File: src/dltq_pkg.sv
// Shared codes and the result record of the delta list timer queue.
// No dependencies; used by every module of the block except dltq_store.
package dltq_pkg;

   localparam int REQ_TDATA_W = 40;
   localparam int RSP_TDATA_W = 40;

   localparam logic [1:0] MODE_TICK   = 2'd0;
   localparam logic [1:0] MODE_START  = 2'd1;
   localparam logic [1:0] MODE_CANCEL = 2'd2;
   localparam logic [1:0] MODE_QUERY  = 2'd3;

   localparam logic [1:0] KIND_EXPIRE = 2'd0;
   localparam logic [1:0] KIND_ACK    = 2'd1;
   localparam logic [1:0] KIND_QUERY  = 2'd2;

   localparam logic [1:0] STAT_OK      = 2'd0;
   localparam logic [1:0] STAT_RUNNING = 2'd1;
   localparam logic [1:0] STAT_SHORT   = 2'd2;

   typedef struct packed {
      logic [1:0]  kind;
      logic [3:0]  timer_id_res;
      logic [31:0] remaining;
      logic        running;
      logic [1:0]  status;
      logic        last;
   } res_type;

endpackage

File: src/delta_list_timer_queue_unit.sv
// Top level of the delta list timer queue.
// Instantiates dltq_ctrl, dltq_store and dltq_out; uses dltq_pkg.
//
// Usage:
//   req channel: tuser[1:0] = mode (tick, start, cancel, query); tdata holds
//   timer_id and ticks. rsp channel: tuser = kind, tlast = last result of
//   the command, tdata holds id, remaining, running and status.
//   A tick yields one expiry item per timer that reaches zero (possibly
//   none); start, cancel and query yield exactly one item.
// Sequencing (node memory with one read and one write port, registered read data):
//   tick     decrements the head, then unlinks each timer that reaches zero
//   start    walks from the head to the insert point, then relinks
//   cancel   reads the node, then relinks its successor and predecessor
//   query    walks back to the head, adding deltas
//   Invalid or refused commands answer without touching the node memory.
// One command is worked on at a time; req_tready is high only while the
// sequencer is idle. A result waits in an output register, so a new command
// is taken while the previous result is still unclaimed; a stall on rsp
// holds the sequencer only when it has another result to hand over.
// Reset empties the list (sentinel links and running bits in flops); the
// node memory needs no clearing since only running slots are ever read.
module delta_list_timer_queue_unit #(
   parameter int NUM_TIMERS = 16,
   parameter int TICK_WIDTH = 32
) (
   input  logic        clock,
   input  logic        reset,
   input  logic        req_tvalid,
   output logic        req_tready,
   input  logic [dltq_pkg::REQ_TDATA_W-1:0] req_tdata,  // timer_id[3:0], ticks[35:4]
   input  logic [1:0]  req_tuser,                       // mode[1:0]
   output logic        rsp_tvalid,
   input  logic        rsp_tready,
   output logic [dltq_pkg::RSP_TDATA_W-1:0] rsp_tdata,  // timer_id_res[3:0],
                                                        // remaining[35:4], running[36],
                                                        // status[38:37]
   output logic [1:0]  rsp_tuser,                       // kind[1:0]
   output logic        rsp_tlast
);

   localparam int IW = $clog2(NUM_TIMERS + 1);  // link width, holds the sentinel
   localparam int AW = $clog2(NUM_TIMERS);      // memory address width
   localparam int EW = TICK_WIDTH + 2 * IW;     // {delta, next, prev}

   logic             rd_en, wr_en;
   logic [AW-1:0]    rd_addr, wr_addr;
   logic [EW-1:0]    rd_data, wr_data;
   logic             push_valid, push_ready;
   dltq_pkg::res_type push_res, out_res;

   dltq_ctrl #(
      .NUM_TIMERS(NUM_TIMERS),
      .TICK_WIDTH(TICK_WIDTH),
      .IW(IW),
      .AW(AW),
      .EW(EW)
   ) u_ctrl (
      .clock(clock),
      .reset(reset),
      .req_valid(req_tvalid),
      .req_ready(req_tready),
      .req_mode(req_tuser),
      .req_id(req_tdata[3:0]),
      .req_ticks(req_tdata[35:4]),
      .push_valid(push_valid),
      .push_ready(push_ready),
      .push_res(push_res),
      .rd_en(rd_en),
      .rd_addr(rd_addr),
      .rd_data(rd_data),
      .wr_en(wr_en),
      .wr_addr(wr_addr),
      .wr_data(wr_data)
   );

   dltq_store #(
      .DEPTH(NUM_TIMERS),
      .AW(AW),
      .EW(EW)
   ) u_store (
      .clock(clock),
      .rd_en(rd_en),
      .rd_addr(rd_addr),
      .rd_data(rd_data),
      .wr_en(wr_en),
      .wr_addr(wr_addr),
      .wr_data(wr_data)
   );

   dltq_out u_out (
      .clock(clock),
      .reset(reset),
      .in_valid(push_valid),
      .in_ready(push_ready),
      .in_res(push_res),
      .out_valid(rsp_tvalid),
      .out_ready(rsp_tready),
      .out_res(out_res)
   );

   // pack result item, zero pad to whole bytes
   assign rsp_tdata = {1'b0, out_res.status, out_res.running,
                       out_res.remaining, out_res.timer_id_res};
   assign rsp_tuser = out_res.kind;
   assign rsp_tlast = out_res.last;

endmodule

File: src/dltq_store.sv
// Node memory of the timer list: delta, next and prev link per slot.
// One write port, one read port with registered read data. Uses no package.
module dltq_store #(
   parameter int DEPTH = 16,
   parameter int AW    = 4,
   parameter int EW    = 42
) (
   input  logic          clock,
   input  logic          rd_en,
   input  logic [AW-1:0] rd_addr,
   output logic [EW-1:0] rd_data,
   input  logic          wr_en,
   input  logic [AW-1:0] wr_addr,
   input  logic [EW-1:0] wr_data
);

   logic [EW-1:0] mem [DEPTH];
   logic [EW-1:0] rd_data_ff;

   always_ff @(posedge clock) begin
      if (wr_en) begin
         mem[wr_addr] <= wr_data;
      end
      if (rd_en) begin
         rd_data_ff <= mem[rd_addr];
      end
   end

   assign rd_data = rd_data_ff;

endmodule

File: src/dltq_out.sv
// One-item output register between the sequencer and the result channel.
// Depends on dltq_pkg for the result record.
module dltq_out (
   input  logic             clock,
   input  logic             reset,
   input  logic             in_valid,
   output logic             in_ready,
   input  dltq_pkg::res_type in_res,
   output logic             out_valid,
   input  logic             out_ready,
   output dltq_pkg::res_type out_res
);

   logic             valid_ff;
   dltq_pkg::res_type res_ff;

   assign in_ready  = !valid_ff || out_ready;
   assign out_valid = valid_ff;
   assign out_res   = res_ff;

   always_ff @(posedge clock) begin
      if (reset) begin
         valid_ff <= 1'b0;
      end else if (in_valid && in_ready) begin
         valid_ff <= 1'b1;
      end else if (out_ready) begin
         valid_ff <= 1'b0;
      end
   end

   always_ff @(posedge clock) begin
      if (in_valid && in_ready) begin
         res_ff <= in_res;
      end
   end

endmodule

File: src/dltq_ctrl.sv
// Sequencer of the timer list: walks and relinks nodes in dltq_store,
// keeps the sentinel links and running bits in flops. Uses dltq_pkg.
module dltq_ctrl #(
   parameter int NUM_TIMERS = 16,
   parameter int TICK_WIDTH = 32,
   parameter int IW = 5,
   parameter int AW = 4,
   parameter int EW = 42
) (
   input  logic             clock,
   input  logic             reset,
   input  logic             req_valid,
   output logic             req_ready,
   input  logic [1:0]       req_mode,
   input  logic [3:0]       req_id,
   input  logic [31:0]      req_ticks,
   output logic             push_valid,
   input  logic             push_ready,
   output dltq_pkg::res_type push_res,
   output logic             rd_en,
   output logic [AW-1:0]    rd_addr,
   input  logic [EW-1:0]    rd_data,
   output logic             wr_en,
   output logic [AW-1:0]    wr_addr,
   output logic [EW-1:0]    wr_data
);

   localparam logic [IW-1:0]         SENT = IW'(NUM_TIMERS);
   localparam logic [TICK_WIDTH-1:0] TMAX = '1;

   typedef enum logic [12:0] {
      S_IDLE   = 13'b0000000000001,
      S_RESP   = 13'b0000000000010,
      S_TK_DEC = 13'b0000000000100,
      S_TK_NXT = 13'b0000000001000,
      S_TK_LST = 13'b0000000010000,
      S_SS_CMP = 13'b0000000100000,
      S_SS_WS  = 13'b0000001000000,
      S_SS_FIX = 13'b0000010000000,
      S_CN_RD  = 13'b0000100000000,
      S_CN_N   = 13'b0001000000000,
      S_CN_LP  = 13'b0010000000000,
      S_CN_P   = 13'b0100000000000,
      S_QR     = 13'b1000000000000
   } state_type;

   state_type st_ff, st_in;
   logic [IW-1:0]         sid_ff, sid_in, cur_ff, cur_in, p_ff, p_in, n_ff, n_in;
   logic [IW-1:0]         sent_next_ff, sent_next_in, sent_prev_ff, sent_prev_in;
   logic [TICK_WIDTH-1:0] t_ff, t_in, ds_ff, ds_in, sum_ff, sum_in;
   logic [NUM_TIMERS-1:0] run_ff, run_in;
   logic                  view_sent_ff, view_sent_in;
   dltq_pkg::res_type     res_ff, res_in;

   logic                  fetch_go;
   logic [IW-1:0]         fetch_idx;
   logic [TICK_WIDTH-1:0] vd, newd, add_d, sum_nxt, cmd_t;
   logic [IW-1:0]         vnext, vprev, cmd_idx;
   logic [63:0]           sum_wide;
   logic                  id_ok;

   // node view: sentinel comes from flops, other nodes from the memory
   assign vd    = view_sent_ff ? TMAX : rd_data[EW-1 -: TICK_WIDTH];
   assign vnext = view_sent_ff ? sent_next_ff : rd_data[2*IW-1 -: IW];
   assign vprev = view_sent_ff ? sent_prev_ff : rd_data[IW-1:0];

   assign newd     = (vd == '0) ? '0 : vd - 1'b1;
   assign add_d    = vd + ds_ff;
   assign sum_nxt  = sum_ff + vd;
   assign sum_wide = 64'(sum_nxt);
   assign cmd_t    = TICK_WIDTH'(req_ticks);
   assign cmd_idx  = IW'(req_id);
   assign id_ok    = 32'(req_id) < NUM_TIMERS;

   assign rd_en   = fetch_go && (fetch_idx != SENT);
   assign rd_addr = fetch_idx[AW-1:0];

   always_comb begin
      st_in        = st_ff;
      sid_in       = sid_ff;
      cur_in       = cur_ff;
      p_in         = p_ff;
      n_in         = n_ff;
      t_in         = t_ff;
      ds_in        = ds_ff;
      sum_in       = sum_ff;
      run_in       = run_ff;
      sent_next_in = sent_next_ff;
      sent_prev_in = sent_prev_ff;
      res_in       = res_ff;
      fetch_go     = 1'b0;
      fetch_idx    = sent_next_ff;
      wr_en        = 1'b0;
      wr_addr      = cur_ff[AW-1:0];
      wr_data      = {vd, vnext, vprev};
      req_ready    = 1'b0;
      push_valid   = 1'b0;
      push_res     = res_ff;

      unique case (st_ff)
         S_IDLE: begin
            req_ready = 1'b1;
            res_in.timer_id_res = req_id;
            res_in.remaining    = '0;
            res_in.running      = 1'b0;
            res_in.status       = dltq_pkg::STAT_OK;
            res_in.last         = 1'b1;
            res_in.kind         = dltq_pkg::KIND_ACK;
            if (req_valid) begin
               unique case (req_mode)
                  dltq_pkg::MODE_TICK: begin
                     if (sent_next_ff != SENT) begin
                        fetch_go  = 1'b1;
                        fetch_idx = sent_next_ff;
                        cur_in    = sent_next_ff;
                        st_in     = S_TK_DEC;
                     end
                  end
                  dltq_pkg::MODE_START: begin
                     st_in = S_RESP;
                     if (!id_ok) begin
                        res_in.running = 1'b0;
                     end else if (run_ff[cmd_idx[AW-1:0]]) begin
                        res_in.running = 1'b1;
                        res_in.status  = dltq_pkg::STAT_RUNNING;
                     end else if (cmd_t < TICK_WIDTH'(2)) begin
                        res_in.status  = dltq_pkg::STAT_SHORT;
                     end else begin
                        res_in.running = 1'b1;
                        sid_in    = cmd_idx;
                        t_in      = cmd_t;
                        cur_in    = sent_next_ff;
                        fetch_go  = 1'b1;
                        fetch_idx = sent_next_ff;
                        st_in     = S_SS_CMP;
                     end
                  end
                  dltq_pkg::MODE_CANCEL: begin
                     st_in = S_RESP;
                     if (id_ok && run_ff[cmd_idx[AW-1:0]]) begin
                        sid_in    = cmd_idx;
                        fetch_go  = 1'b1;
                        fetch_idx = cmd_idx;
                        st_in     = S_CN_RD;
                     end
                  end
                  default: begin
                     res_in.kind = dltq_pkg::KIND_QUERY;
                     st_in       = S_RESP;
                     if (id_ok && run_ff[cmd_idx[AW-1:0]]) begin
                        res_in.running = 1'b1;
                        sum_in    = '0;
                        fetch_go  = 1'b1;
                        fetch_idx = cmd_idx;
                        st_in     = S_QR;
                     end
                  end
               endcase
            end
         end

         S_RESP: begin
            push_valid = 1'b1;
            if (push_ready) begin
               st_in = S_IDLE;
            end
         end

         S_TK_DEC: begin
            if (newd != '0) begin
               wr_en   = 1'b1;
               wr_addr = cur_ff[AW-1:0];
               wr_data = {newd, vnext, vprev};
               st_in   = S_IDLE;
            end else begin
               run_in[cur_ff[AW-1:0]] = 1'b0;
               sent_next_in = vnext;
               if (vnext == SENT) begin
                  sent_prev_in = SENT;
                  st_in        = S_TK_LST;
               end else begin
                  n_in      = vnext;
                  fetch_go  = 1'b1;
                  fetch_idx = vnext;
                  st_in     = S_TK_NXT;
               end
            end
         end

         S_TK_NXT: begin
            // expiry of cur is last unless the new head also hit zero
            push_valid            = 1'b1;
            push_res.kind         = dltq_pkg::KIND_EXPIRE;
            push_res.timer_id_res = 4'(cur_ff);
            push_res.remaining    = '0;
            push_res.running      = 1'b0;
            push_res.status       = dltq_pkg::STAT_OK;
            push_res.last         = (vd != '0);
            if (push_ready) begin
               wr_en   = 1'b1;
               wr_addr = n_ff[AW-1:0];
               wr_data = {vd, vnext, SENT};
               if (vd == '0) begin
                  run_in[n_ff[AW-1:0]] = 1'b0;
                  sent_next_in = vnext;
                  cur_in       = n_ff;
                  if (vnext == SENT) begin
                     sent_prev_in = SENT;
                     st_in        = S_TK_LST;
                  end else begin
                     n_in      = vnext;
                     fetch_go  = 1'b1;
                     fetch_idx = vnext;
                  end
               end else begin
                  st_in = S_IDLE;
               end
            end
         end

         S_TK_LST: begin
            push_valid            = 1'b1;
            push_res.kind         = dltq_pkg::KIND_EXPIRE;
            push_res.timer_id_res = 4'(cur_ff);
            push_res.remaining    = '0;
            push_res.running      = 1'b0;
            push_res.status       = dltq_pkg::STAT_OK;
            push_res.last         = 1'b1;
            if (push_ready) begin
               st_in = S_IDLE;
            end
         end

         S_SS_CMP: begin
            if (vd < t_ff) begin
               t_in      = t_ff - vd;
               cur_in    = vnext;
               fetch_go  = 1'b1;
               fetch_idx = vnext;
            end else begin
               // new slot goes just before cur
               if (cur_ff != SENT) begin
                  wr_en   = 1'b1;
                  wr_addr = cur_ff[AW-1:0];
                  wr_data = {vd - t_ff, vnext, sid_ff};
               end else begin
                  sent_prev_in = sid_ff;
               end
               p_in  = vprev;
               st_in = S_SS_WS;
            end
         end

         S_SS_WS: begin
            wr_en   = 1'b1;
            wr_addr = sid_ff[AW-1:0];
            wr_data = {t_ff, cur_ff, p_ff};
            if (p_ff == SENT) begin
               sent_next_in = sid_ff;
               run_in[sid_ff[AW-1:0]] = 1'b1;
               st_in = S_RESP;
            end else begin
               fetch_go  = 1'b1;
               fetch_idx = p_ff;
               st_in     = S_SS_FIX;
            end
         end

         S_SS_FIX: begin
            wr_en   = 1'b1;
            wr_addr = p_ff[AW-1:0];
            wr_data = {vd, sid_ff, vprev};
            run_in[sid_ff[AW-1:0]] = 1'b1;
            st_in = S_RESP;
         end

         S_CN_RD: begin
            n_in  = vnext;
            p_in  = vprev;
            ds_in = vd;
            if (vnext != SENT) begin
               fetch_go  = 1'b1;
               fetch_idx = vnext;
               st_in     = S_CN_N;
            end else begin
               sent_prev_in = vprev;
               st_in        = S_CN_LP;
            end
         end

         S_CN_N: begin
            // successor inherits the cancelled delta
            wr_en   = 1'b1;
            wr_addr = n_ff[AW-1:0];
            wr_data = {add_d, vnext, p_ff};
            st_in   = S_CN_LP;
         end

         S_CN_LP: begin
            if (p_ff == SENT) begin
               sent_next_in = n_ff;
               run_in[sid_ff[AW-1:0]] = 1'b0;
               st_in = S_RESP;
            end else begin
               fetch_go  = 1'b1;
               fetch_idx = p_ff;
               st_in     = S_CN_P;
            end
         end

         S_CN_P: begin
            wr_en   = 1'b1;
            wr_addr = p_ff[AW-1:0];
            wr_data = {vd, n_ff, vprev};
            run_in[sid_ff[AW-1:0]] = 1'b0;
            st_in = S_RESP;
         end

         S_QR: begin
            // walk toward the head, adding deltas
            sum_in = sum_nxt;
            if (vprev == SENT) begin
               res_in.remaining = sum_wide[31:0];
               st_in = S_RESP;
            end else begin
               fetch_go  = 1'b1;
               fetch_idx = vprev;
            end
         end

         default: begin
            st_in = S_IDLE;
         end
      endcase
   end

   assign view_sent_in = fetch_go ? (fetch_idx == SENT) : view_sent_ff;

   always_ff @(posedge clock) begin
      if (reset) begin
         st_ff        <= S_IDLE;
         run_ff       <= '0;
         sent_next_ff <= SENT;
         sent_prev_ff <= SENT;
         view_sent_ff <= 1'b1;
      end else begin
         st_ff        <= st_in;
         run_ff       <= run_in;
         sent_next_ff <= sent_next_in;
         sent_prev_ff <= sent_prev_in;
         view_sent_ff <= view_sent_in;
      end
   end

   always_ff @(posedge clock) begin
      sid_ff <= sid_in;
      cur_ff <= cur_in;
      p_ff   <= p_in;
      n_ff   <= n_in;
      t_ff   <= t_in;
      ds_ff  <= ds_in;
      sum_ff <= sum_in;
      res_ff <= res_in;
   end

`ifndef SYNTHESIS
   a_no_rw_clash: assert property (@(posedge clock) disable iff (reset)
      !(rd_en && wr_en && (rd_addr == wr_addr)))
      else $error("read and write of the same node in one cycle");

   a_sent_links: assert property (@(posedge clock) disable iff (reset)
      (st_ff == S_IDLE) |-> ((sent_next_ff == SENT) == (sent_prev_ff == SENT)))
      else $error("sentinel links disagree on an empty list");

   a_run_vs_list: assert property (@(posedge clock) disable iff (reset)
      (st_ff == S_IDLE) |-> ((run_ff == '0) == (sent_next_ff == SENT)))
      else $error("running bits disagree with list occupancy");

   a_wr_in_pool: assert property (@(posedge clock) disable iff (reset)
      wr_en |-> (32'(wr_addr) < NUM_TIMERS))
      else $error("node write outside the pool");
`endif

endmodule
File: config.mk
export PLATFORM = sky130hd
export DESIGN_NAME = delta_list_timer_queue_unit
export DESIGN_NICKNAME = d
export VERILOG_FILES = /design/src/dltq_pkg.sv /design/src/delta_list_timer_queue_unit.sv /design/src/dltq_store.sv /design/src/dltq_out.sv /design/src/dltq_ctrl.sv
export SDC_FILE = /design/constraint.sdc
export NUM_CORES = 2
export LEC_CHECK = 0
export BUFFER_PORTS_ARGS = -buffer_cell sky130_fd_sc_hd__buf_4
export CORE_ASPECT_RATIO = 0.6
export CORE_MARGIN = 8
export CORE_UTILIZATION = 30
export DETAILED_ROUTE_END_ITERATION = 7
export HOLD_SLACK_MARGIN = 0.06
export PLACE_DENSITY = 0.48
export SETUP_SLACK_MARGIN = 0.1
export SLEW_MARGIN = 10
export SYNTH_ARGS = -nofsm -noshare
export SYNTH_HDL_FRONTEND = slang
export SYNTH_SLANG_ARGS = --single-unit
File: constraint.sdc
create_clock -name clock -period 7.7 [get_ports clock]
set_input_delay 1.54 -clock clock [delete_from_list [all_inputs] [get_ports clock]]
set_output_delay 1.54 -clock clock [all_outputs]
set_load 0.02 [all_outputs]
# Yosys cells after proc, flatten, opt, wreduce, memory -nomap -nowiden
# Memory sizes are Yosys's and may differ from the RTL's. A register that Yosys moved wholly into a read port is not among the register bits.
# Cells that the tools add are included.
classes:
  addsub: 5
  magnitude_cmp: 9
  eq_ne: 48
  mux: 133
  bitwise_logic: 9
  n_reduce_logical: 42
op_table:
  columns: ["operator", "count"]
  rows:
  - ["$mux 32", 11]
  - ["$pmux 42 s7", 1]
  - ["$mux 5", 42]
  - ["$pmux 32 s2", 3]
  - ["$mux 13", 11]
  - ["$pmux 13 s11", 1]
  - ["$mux 42", 3]
  - ["$pmux 16 s6", 1]
  - ["$pmux 42 s2", 1]
  - ["$mux 16", 5]
  - ["$add 32x32->32", 2]
  - ["$reduce_bool 32->1", 2]
  - ["$sub 32x32->32", 2]
  - ["$and 16x16->16", 3]
  - ["$not 16->16", 3]
  - ["$pmux 5 s4", 2]
  - ["$pmux 13 s3", 1]
  - ["$pmux 5 s7", 1]
  - ["$logic_not 32->1", 1]
  - ["$lt 32x2->1 const B", 1]
  - ["$lt 32x32->1", 1]
  - ["$sub 32x1->32 const B", 1]
  - ["$pmux 5 s2", 3]
  - ["$pmux 5 s3", 2]
  - ["other kinds (56)", 142]
word_totals:
  register_bits: 240
  ram_bits: 672
  out_inout_bits: 45
  n_memories: 1
memory_table:
  columns: ["memory", "depth", "width", "read_ports", "rd_clocked_by_memory_dff", "wr", "line_no", "source"]
  rows:
  - ["u_store.mem", 16, 42, 1, 1, 1, "dltq_store.sv:17", "logic [EW-1:0] mem [DEPTH];"]

# Depth between registers and ports, before layout
logic_depth:
  word_depth: 9
  mapped_depth: 27
  ltp_nobuf: 17

# Cells and area by module
# A second synthesis with hierarchy kept.
hier_totals:
  hier_cells: 3397
  hier_area_um2: 45965.3
by_module_without_submodules:
  columns: ["mod", "n_inst", "cells_per_inst", "area_each_um2"]
  rows:
  - ["dltq_store", 1, 1092, 26477.9]
  - ["dltq_ctrl", 1, 2256, 18159.9]
  - ["dltq_out", 1, 47, 1316.3]
  - ["delta_list_timer_queue_unit", 1, 2, 11.3]

# Worst setup path after synthesis
# Ideal clock, no wire load.
synth_path:
  path_type: "register to register"
  from: "reg u_ctrl.view_sent_ff"
  to: "reg u_store.rd_data_ff[0] (netlist: u_store.rd_data[0]), read port of u_store.mem (enable)"
  setup_ps: 469
  arrival_time_ps: 7484
  setup_slack_ps: -253
  stages_incl_launch_ff: 24
  path_buffers: 9
  period_less_slack_ps: 7953
  cell_sequence: "dfxtp_1 > buf_6 > buf_6 > buf_6 > buf_2 > buf_1 > buf_2 > clkbuf_1 > nor2_1 > inv_1 > fa_1 > a211oi_1 > o21a_1 > o41a_1 > o21ai_1 > a41o_1 > o211a_1 > nor3_1 > o22ai_1 > a211oi_2 > buf_2 > buf_2 > nor2_1 > a31oi_1"
synth_via:
  elab_chain_cells: 8
synth_lines:
  columns: ["item", "line_no", "source"]
  rows:
  - ["start: declaration", "dltq_ctrl.sv:52", "logic view_sent_ff, view_sent_in;"]
  - ["start signal: assignment", "dltq_ctrl.sv:351", "view_sent_ff <= view_sent_in;"]
  - ["$mux 32 (*)", "dltq_ctrl.sv:63", "assign vd = view_sent_ff ? TMAX : rd_data[EW-1 -: TICK_WIDTH];"]
  - ["via u_ctrl.vd[1]", "dltq_ctrl.sv:57", "logic [TICK_WIDTH-1:0] vd, newd, add_d, sum_nxt, cmd_t;"]
  - ["$sub 32x1->32 or $logic_not 32->1 (tied branches)", "dltq_ctrl.sv:67, dltq_ctrl.sv:203", null]
  - ["$mux 32", "dltq_ctrl.sv:67", "assign newd = (vd == '0) ? '0 : vd - 1'b1;"]
  - ["$reduce_bool 32->1", "dltq_ctrl.sv:170", "if (newd != '0) begin"]
  - ["$mux 5", "dltq_ctrl.sv:170", null]
  - ["$pmux 5 s7", "dltq_ctrl.sv:100", "unique case (st_ff)"]
  - ["$ne 5x5->1", "dltq_ctrl.sv:75", "assign rd_en = fetch_go && (fetch_idx != SENT);"]
  - ["$logic_and 1x1->1 (*)", "dltq_ctrl.sv:75", null]
  - ["via rd_en", "delta_list_timer_queue_unit.sv:45", "logic rd_en, wr_en;"]
  - ["end: declaration", "dltq_store.sv:18", "logic [EW-1:0] rd_data_ff;"]
# The timed path passes the listed nets; every way through them passes the cells marked *.
# A chain may end at the register's enable or synchronous reset.

# Worst setup path in the final report
layout_path:
  from: "reg u_ctrl.view_sent_ff"
  to: "mem u_store.mem[4][23] (data pin)"
layout_via:
  elab_chain_cells: 6
layout_lines:
  columns: ["item", "line_no", "source"]
  rows:
  - ["$mux 32 (*)", "dltq_ctrl.sv:63", null]
  - ["$sub 32x1->32 or $logic_not 32->1 (tied branches)", "dltq_ctrl.sv:67", null]
  - ["$mux 32", "dltq_ctrl.sv:67", null]
  - ["$reduce_bool 32->1", "dltq_ctrl.sv:170", null]
  - ["$mux 42", "dltq_ctrl.sv:170", null]
  - ["$pmux 42 s7 (*)", "dltq_ctrl.sv:100", null]
  - ["via u_ctrl.wr_data[23]", "dltq_ctrl.sv:25", "output logic [EW-1:0] wr_data"]
  - ["end: declaration", "dltq_store.sv:17", null]
# Marked as above.

==> impl_summary.md <==
Die
The floorplan step defined a die boundary enclosing 170,000 µm². The floorplan has 112 rows. From bottom edge to top edge, the die measures 322 µm. The width of the die is 527 µm. The area of the placeable core is 155,000 µm². The number of primary I/O pins is 91.

For this configuration, the core starts out at a cell density of 0.302.

Job
Across the run, the number of max-cap violations was 0.

Synth
In this run, synthesis inferred 912 flip-flops with an integrated enable. The portion of netlist area occupied by mux cells is 0.0869. The adder-cell share of the synthesized area is 0.0310. The share of synthesized area in the top cell type comes to 0.584. In this run the cell area of the synthesized design comes to 46,900 µm². In this run, synthesis produced a sequential element count of 953. sky130_fd_sc_hd__edfxtp_1 takes more of the synthesized area than any other cell.

The net count after synthesis is 3,899. The proportion of synthesized chip area in sequential cells is 0.601. Synthesis instantiated 102 different standard cells from the library.

The total number of yosys warnings is 0. Of the total synthesized cell area, the portion taken by XOR and XNOR cells is 0.0233. In the synthesized netlist the dominant register cell turns out to be sky130_fd_sc_hd__edfxtp_1. By area, the combinational part of the netlist is dominated by compound AO/OA/AOI/OAI gates. The simple-gate portion of the synthesized area is 0.112.

Yosys attributes the largest share of cell area to sky130_fd_sc_hd__edfxtp_1, sky130_fd_sc_hd__mux2i_1, sky130_fd_sc_hd__ha_1, sky130_fd_sc_hd__a21oi_1, sky130_fd_sc_hd__nand2_1. The complex-gate fraction of the synthesized area is 0.117. Synthesis produced a netlist whose cell count is 3,743. The average instance in the mapped netlist occupies 12.5 µm². In the synthesized netlist the async set-or-reset flop fraction comes to 0.

Power and ir drop
The share of total power dissipated in the clock network is 0.324. The share of total power in sequential cells is 0.469. The analysis attributes to cell leakage a power of 18.1 nW. The net switching power is 4.06 mW.

The switching share of power is 0.303. The share of total power dissipated in combinational logic is 0.206. The largest vdd supply drop is 0.000165 V.

Dividing total power by cell area gives a power density of 249 nW/µm². Internal power comes to 9.33 mW.

Worst setup path
Traced cell by cell, the critical path runs through nor2_1, ha_1, or3b_4, nor4_1, nand4_1, xnor2_1, nor4_1, and4b_1, a21oi_1, nor2_1, nor2_1, a31oi_1, a2111oi_0, a21oi_1, a2bb2oi_1, buf_4. Data arrives at the worst endpoint at 7500 ps. The highest-delay cell along the critical path is sky130_fd_sc_hd__nor2_1. The kind of capture point of the worst setup path is a flop. The number of buffer and inverter instances along the worst setup path is 1.

The startpoint class of the critical path is a flop. The kind of cell adding the most delay to the critical path is simple AND/OR/NAND/NOR gates. For the worst setup path, the data required time is 8200 ps. The setup path with the least slack is of type flop to flop. On the worst path, the slowest cell contributes a delay of 920 ps. In this run the worst path has a maximum fanout of 23.

Among the stages of the critical path, the cell type that occurs most often is sky130_fd_sc_hd__nor2_1.

Route
The total length of routed wires is 151,000 µm. The routed layout has 32,641 vias. The number of detailed-route iterations in the first pass is 8. Using the TritonRoute via totals, the vias-per-cell ratio works out to 5.44. The first routing iteration left 4,050 violations.

The average routed wire per standard cell is 25.1 µm. Once detail routing completed, the nets flagged for antenna violations numbered 0. The number of remaining DRC errors is 0.

Status
The flow ran to the end, and the final reports show no timing, DRC or antenna violations.

Timing
The worst pin sits at a relative slew slack of 0.172. The clock arrives with 45.2 ps of skew. The max-slew violation count was 0. The minimum hold slack is 480 ps. In the final timing run, aggregate negative setup slack is 0 ps. Static timing analysis puts the maximum clock frequency at 0.143 GHz. Setup repair after global routing left no endpoint under its margin.

The final setup violation count is 0. The transition time at the pin with the least slew margin is 1240 ps. The final period utilization is 0.909. The hold violation total from the final report came to 0. The routed design could run at a clock period as short as 7000 ps.

CTS
The number of CTS-inserted buffers is 88. The clock insertion delay at the later pin of the skew report is 710 ps. The CTS tree is yes. In this run, post-CTS hold repair placed 0 buffers. The number of sinks on the clock net is 953. In this run, post-CTS repair resized a total of 0 instances. The master cell of the clock root buffer is sky130_fd_sc_hd__clkbuf_16. The clock input transition at the sequential cells of the worst setup and hold paths is 80 ps.

The count of H-tree levels built during CTS is 3. The buffer count from post-CTS setup fixing is 0. The clock passes through at most 3 buffers.

Global routing
Summed over all layers, the global routing overflow is 0. The first global-routing pass estimated 218,000 µm of wire. The number of antenna violations at the first check in global routing is 7. The maximum number of pins on one net before global-route repair is 56. The all-layer global routing usage is 0.171. The via count of the first global-routing pass came to 30,809.

Layout
Of the cells placed in the final design, the portion with a size suffix greater than 1 is 0.142. The count of nets after finishing is 4,034. Compared with the post-synthesis result, the final layout area differs by 14.8%.

The filler cells instantiated in the layout total 15,232.

Placed design
The estimated wirelength of the detail-placed design is 103,000 µm. The routability congestion estimate is 0.949. The number of port buffers is 85.

Min path
The type of the tightest min-delay check is flop to flop.
[power by group through the flow]
stage | sequential, mW | combinational [mW] | clock [mW]
2_1_floorplan | 6.31 | 1.79 | 0
3_3_place_gp | 6.40 | 2.73 | 0
3_5_place_dp | 6.40 | 2.74 | 0
4_1_cts | 6.28 | 2.76 | 4.44
5_1_grt | 6.30 | 3.00 | 4.64
6_report | 6.29 | 2.77 | 4.34
[final timing paths]
path                            slack, ps                  to  depth (start not counted)           startpoint
worst min register to register        480   u_ctrl.run_ff[14]                          2    u_ctrl.run_ff[14]
worst max-delay path                  700  u_store.mem[4][23]                         16  u_ctrl.view_sent_ff
worst max register to register        700  u_store.mem[4][23]                         16  u_ctrl.view_sent_ff
worst min-delay path                  480   u_ctrl.run_ff[14]                          2    u_ctrl.run_ff[14]
[metrics by stage]
stage	instance area, µm²	util	power, mW	setup WS, ps	cells
after floorplan	46900	-	8.10	615	3743
after global placement	51200	0.329	9.13	1160	5840
after detailed placement	51200	0.329	9.14	1140	5840
after CTS	53900	0.347	13.5	1080	5993
after global routing	53900	0.347	13.9	669	5994
final	53900	0.347	13.4	698	5995
[worst register-to-register path, cell delays in order (launching register included)]
cell and delay, ps:
sky130_fd_sc_hd__dfxtp_4 480, sky130_fd_sc_hd__nor2_1 470, sky130_fd_sc_hd__ha_1 560, sky130_fd_sc_hd__or3b_4 480
sky130_fd_sc_hd__nor4_1 540, sky130_fd_sc_hd__nand4_1 280, sky130_fd_sc_hd__xnor2_1 270, sky130_fd_sc_hd__nor4_1 700
sky130_fd_sc_hd__and4b_1 450, sky130_fd_sc_hd__a21oi_1 160, sky130_fd_sc_hd__nor2_1 920, sky130_fd_sc_hd__nor2_1 350
sky130_fd_sc_hd__a31oi_1 320, sky130_fd_sc_hd__a2111oi_0 130, sky130_fd_sc_hd__a21oi_1 210, sky130_fd_sc_hd__a2bb2oi_1 180
sky130_fd_sc_hd__buf_4 290
[cells in the mapped netlist (all sizes together) (17+ instances only)]
| library cell | count |
|---|---|
| nand2b | 22 |
| a21o | 42 |
| dfxtp | 41 |
| nand4 | 28 |
| and2 | 20 |
| nand2 | 268 |
| ha | 106 |
| o21ai | 167 |
| xnor2 | 82 |
| nor3 | 91 |
| a22oi | 36 |
| and3 | 18 |
| edfxtp | 912 |
| o22ai | 17 |
| xor2 | 43 |
| inv | 105 |
| a221oi | 46 |
| nor4 | 66 |
| a21oi | 212 |
| a31oi | 55 |
| clkbuf | 133 |
| o211ai | 43 |
| a211oi | 35 |
| mux2i | 264 |
| buf | 75 |
| nor2 | 274 |
| or3 | 19 |
| nor2b | 75 |
| mux4 | 27 |
| nand3 | 99 |
| mux2 | 72 |
| a222oi | 29 |
[layer usage]
| layer | global-route usage | share of wire | up-vias |
|---|---|---|---|
| met1 | 0.277 | 0.51 | 16404 |
| li1 | - | - | 14694 |
| met4 | 0.0280 | 0.015 | 2 |
| met5 | 0.00583 | 0.00076 | - |
| met2 | 0.219 | 0.37 | 1362 |
| met3 | 0.0511 | 0.099 | 179 |
[kinds of logic after synthesis]
| family | Yosys count |
|---|---|
| buffers and inverters | 316 |
| AND/OR/NAND/NOR | 1045 |
| other | 1 |
| XOR/XNOR | 125 |
| flip-flops | 953 |
| AO/OA/AOI/OAI | 825 |
| adder cells (fa/ha/maj) | 115 |
| multiplexers | 363 |
[layout make-up]
type / count / area [µm²] / area share
inverter: 108 / 405 / 0.00752
tap: 2052 / 2570 / 0.0476
timing repair buffer: 253 / 2360 / 0.0438
antenna: 2 / 5.00 / 0.0000929
clock buffer: 103 / 2270 / 0.0421
clock inverter: 50 / 439 / 0.00815
sequential: 953 / 28200 / 0.524
multi-input combinational: 2474 / 17600 / 0.327
[placed cells by master (no fill, tap or decap), types with 46 or more instances in the layout]
master	netlist	final
sky130_fd_sc_hd__nand2_1	268	268
sky130_fd_sc_hd__nor3_1	90	90
sky130_fd_sc_hd__a221oi_1	46	46
sky130_fd_sc_hd__clkbuf_16	0	88
sky130_fd_sc_hd__inv_1	99	99
sky130_fd_sc_hd__o21ai_0	163	160
sky130_fd_sc_hd__a21oi_1	211	210
sky130_fd_sc_hd__mux2i_1	264	264
sky130_fd_sc_hd__mux2_2	60	60
sky130_fd_sc_hd__nand3_1	98	98
sky130_fd_sc_hd__xnor2_1	82	82
sky130_fd_sc_hd__a31oi_1	55	54
sky130_fd_sc_hd__nor4_1	52	51
sky130_fd_sc_hd__nor2_1	266	248
sky130_fd_sc_hd__ha_1	106	106
sky130_fd_sc_hd__buf_4	13	216
sky130_fd_sc_hd__edfxtp_1	912	912
sky130_fd_sc_hd__nor2b_1	75	75
[state kept, by name, summed over array words and instances (netlist names)]
name / count
u_store.mem: 672
u_out.out_res: 42
u_store.rd_data: 42
u_ctrl.res_ff: 41
u_ctrl.ds_ff: 32
u_ctrl.sum_ff: 32
u_ctrl.t_ff: 32
u_ctrl.run_ff: 16
u_ctrl.st_ff: 13
u_ctrl.cur_ff: 5
u_ctrl.n_ff: 5
u_ctrl.p_ff: 5
u_ctrl.sent_next_ff: 5
u_ctrl.sent_prev_ff: 5
u_ctrl.sid_ff: 4
u_ctrl.view_sent_ff: 1
u_out.out_valid: 1
Note: power is estimated with default switching activity, not from simulation.
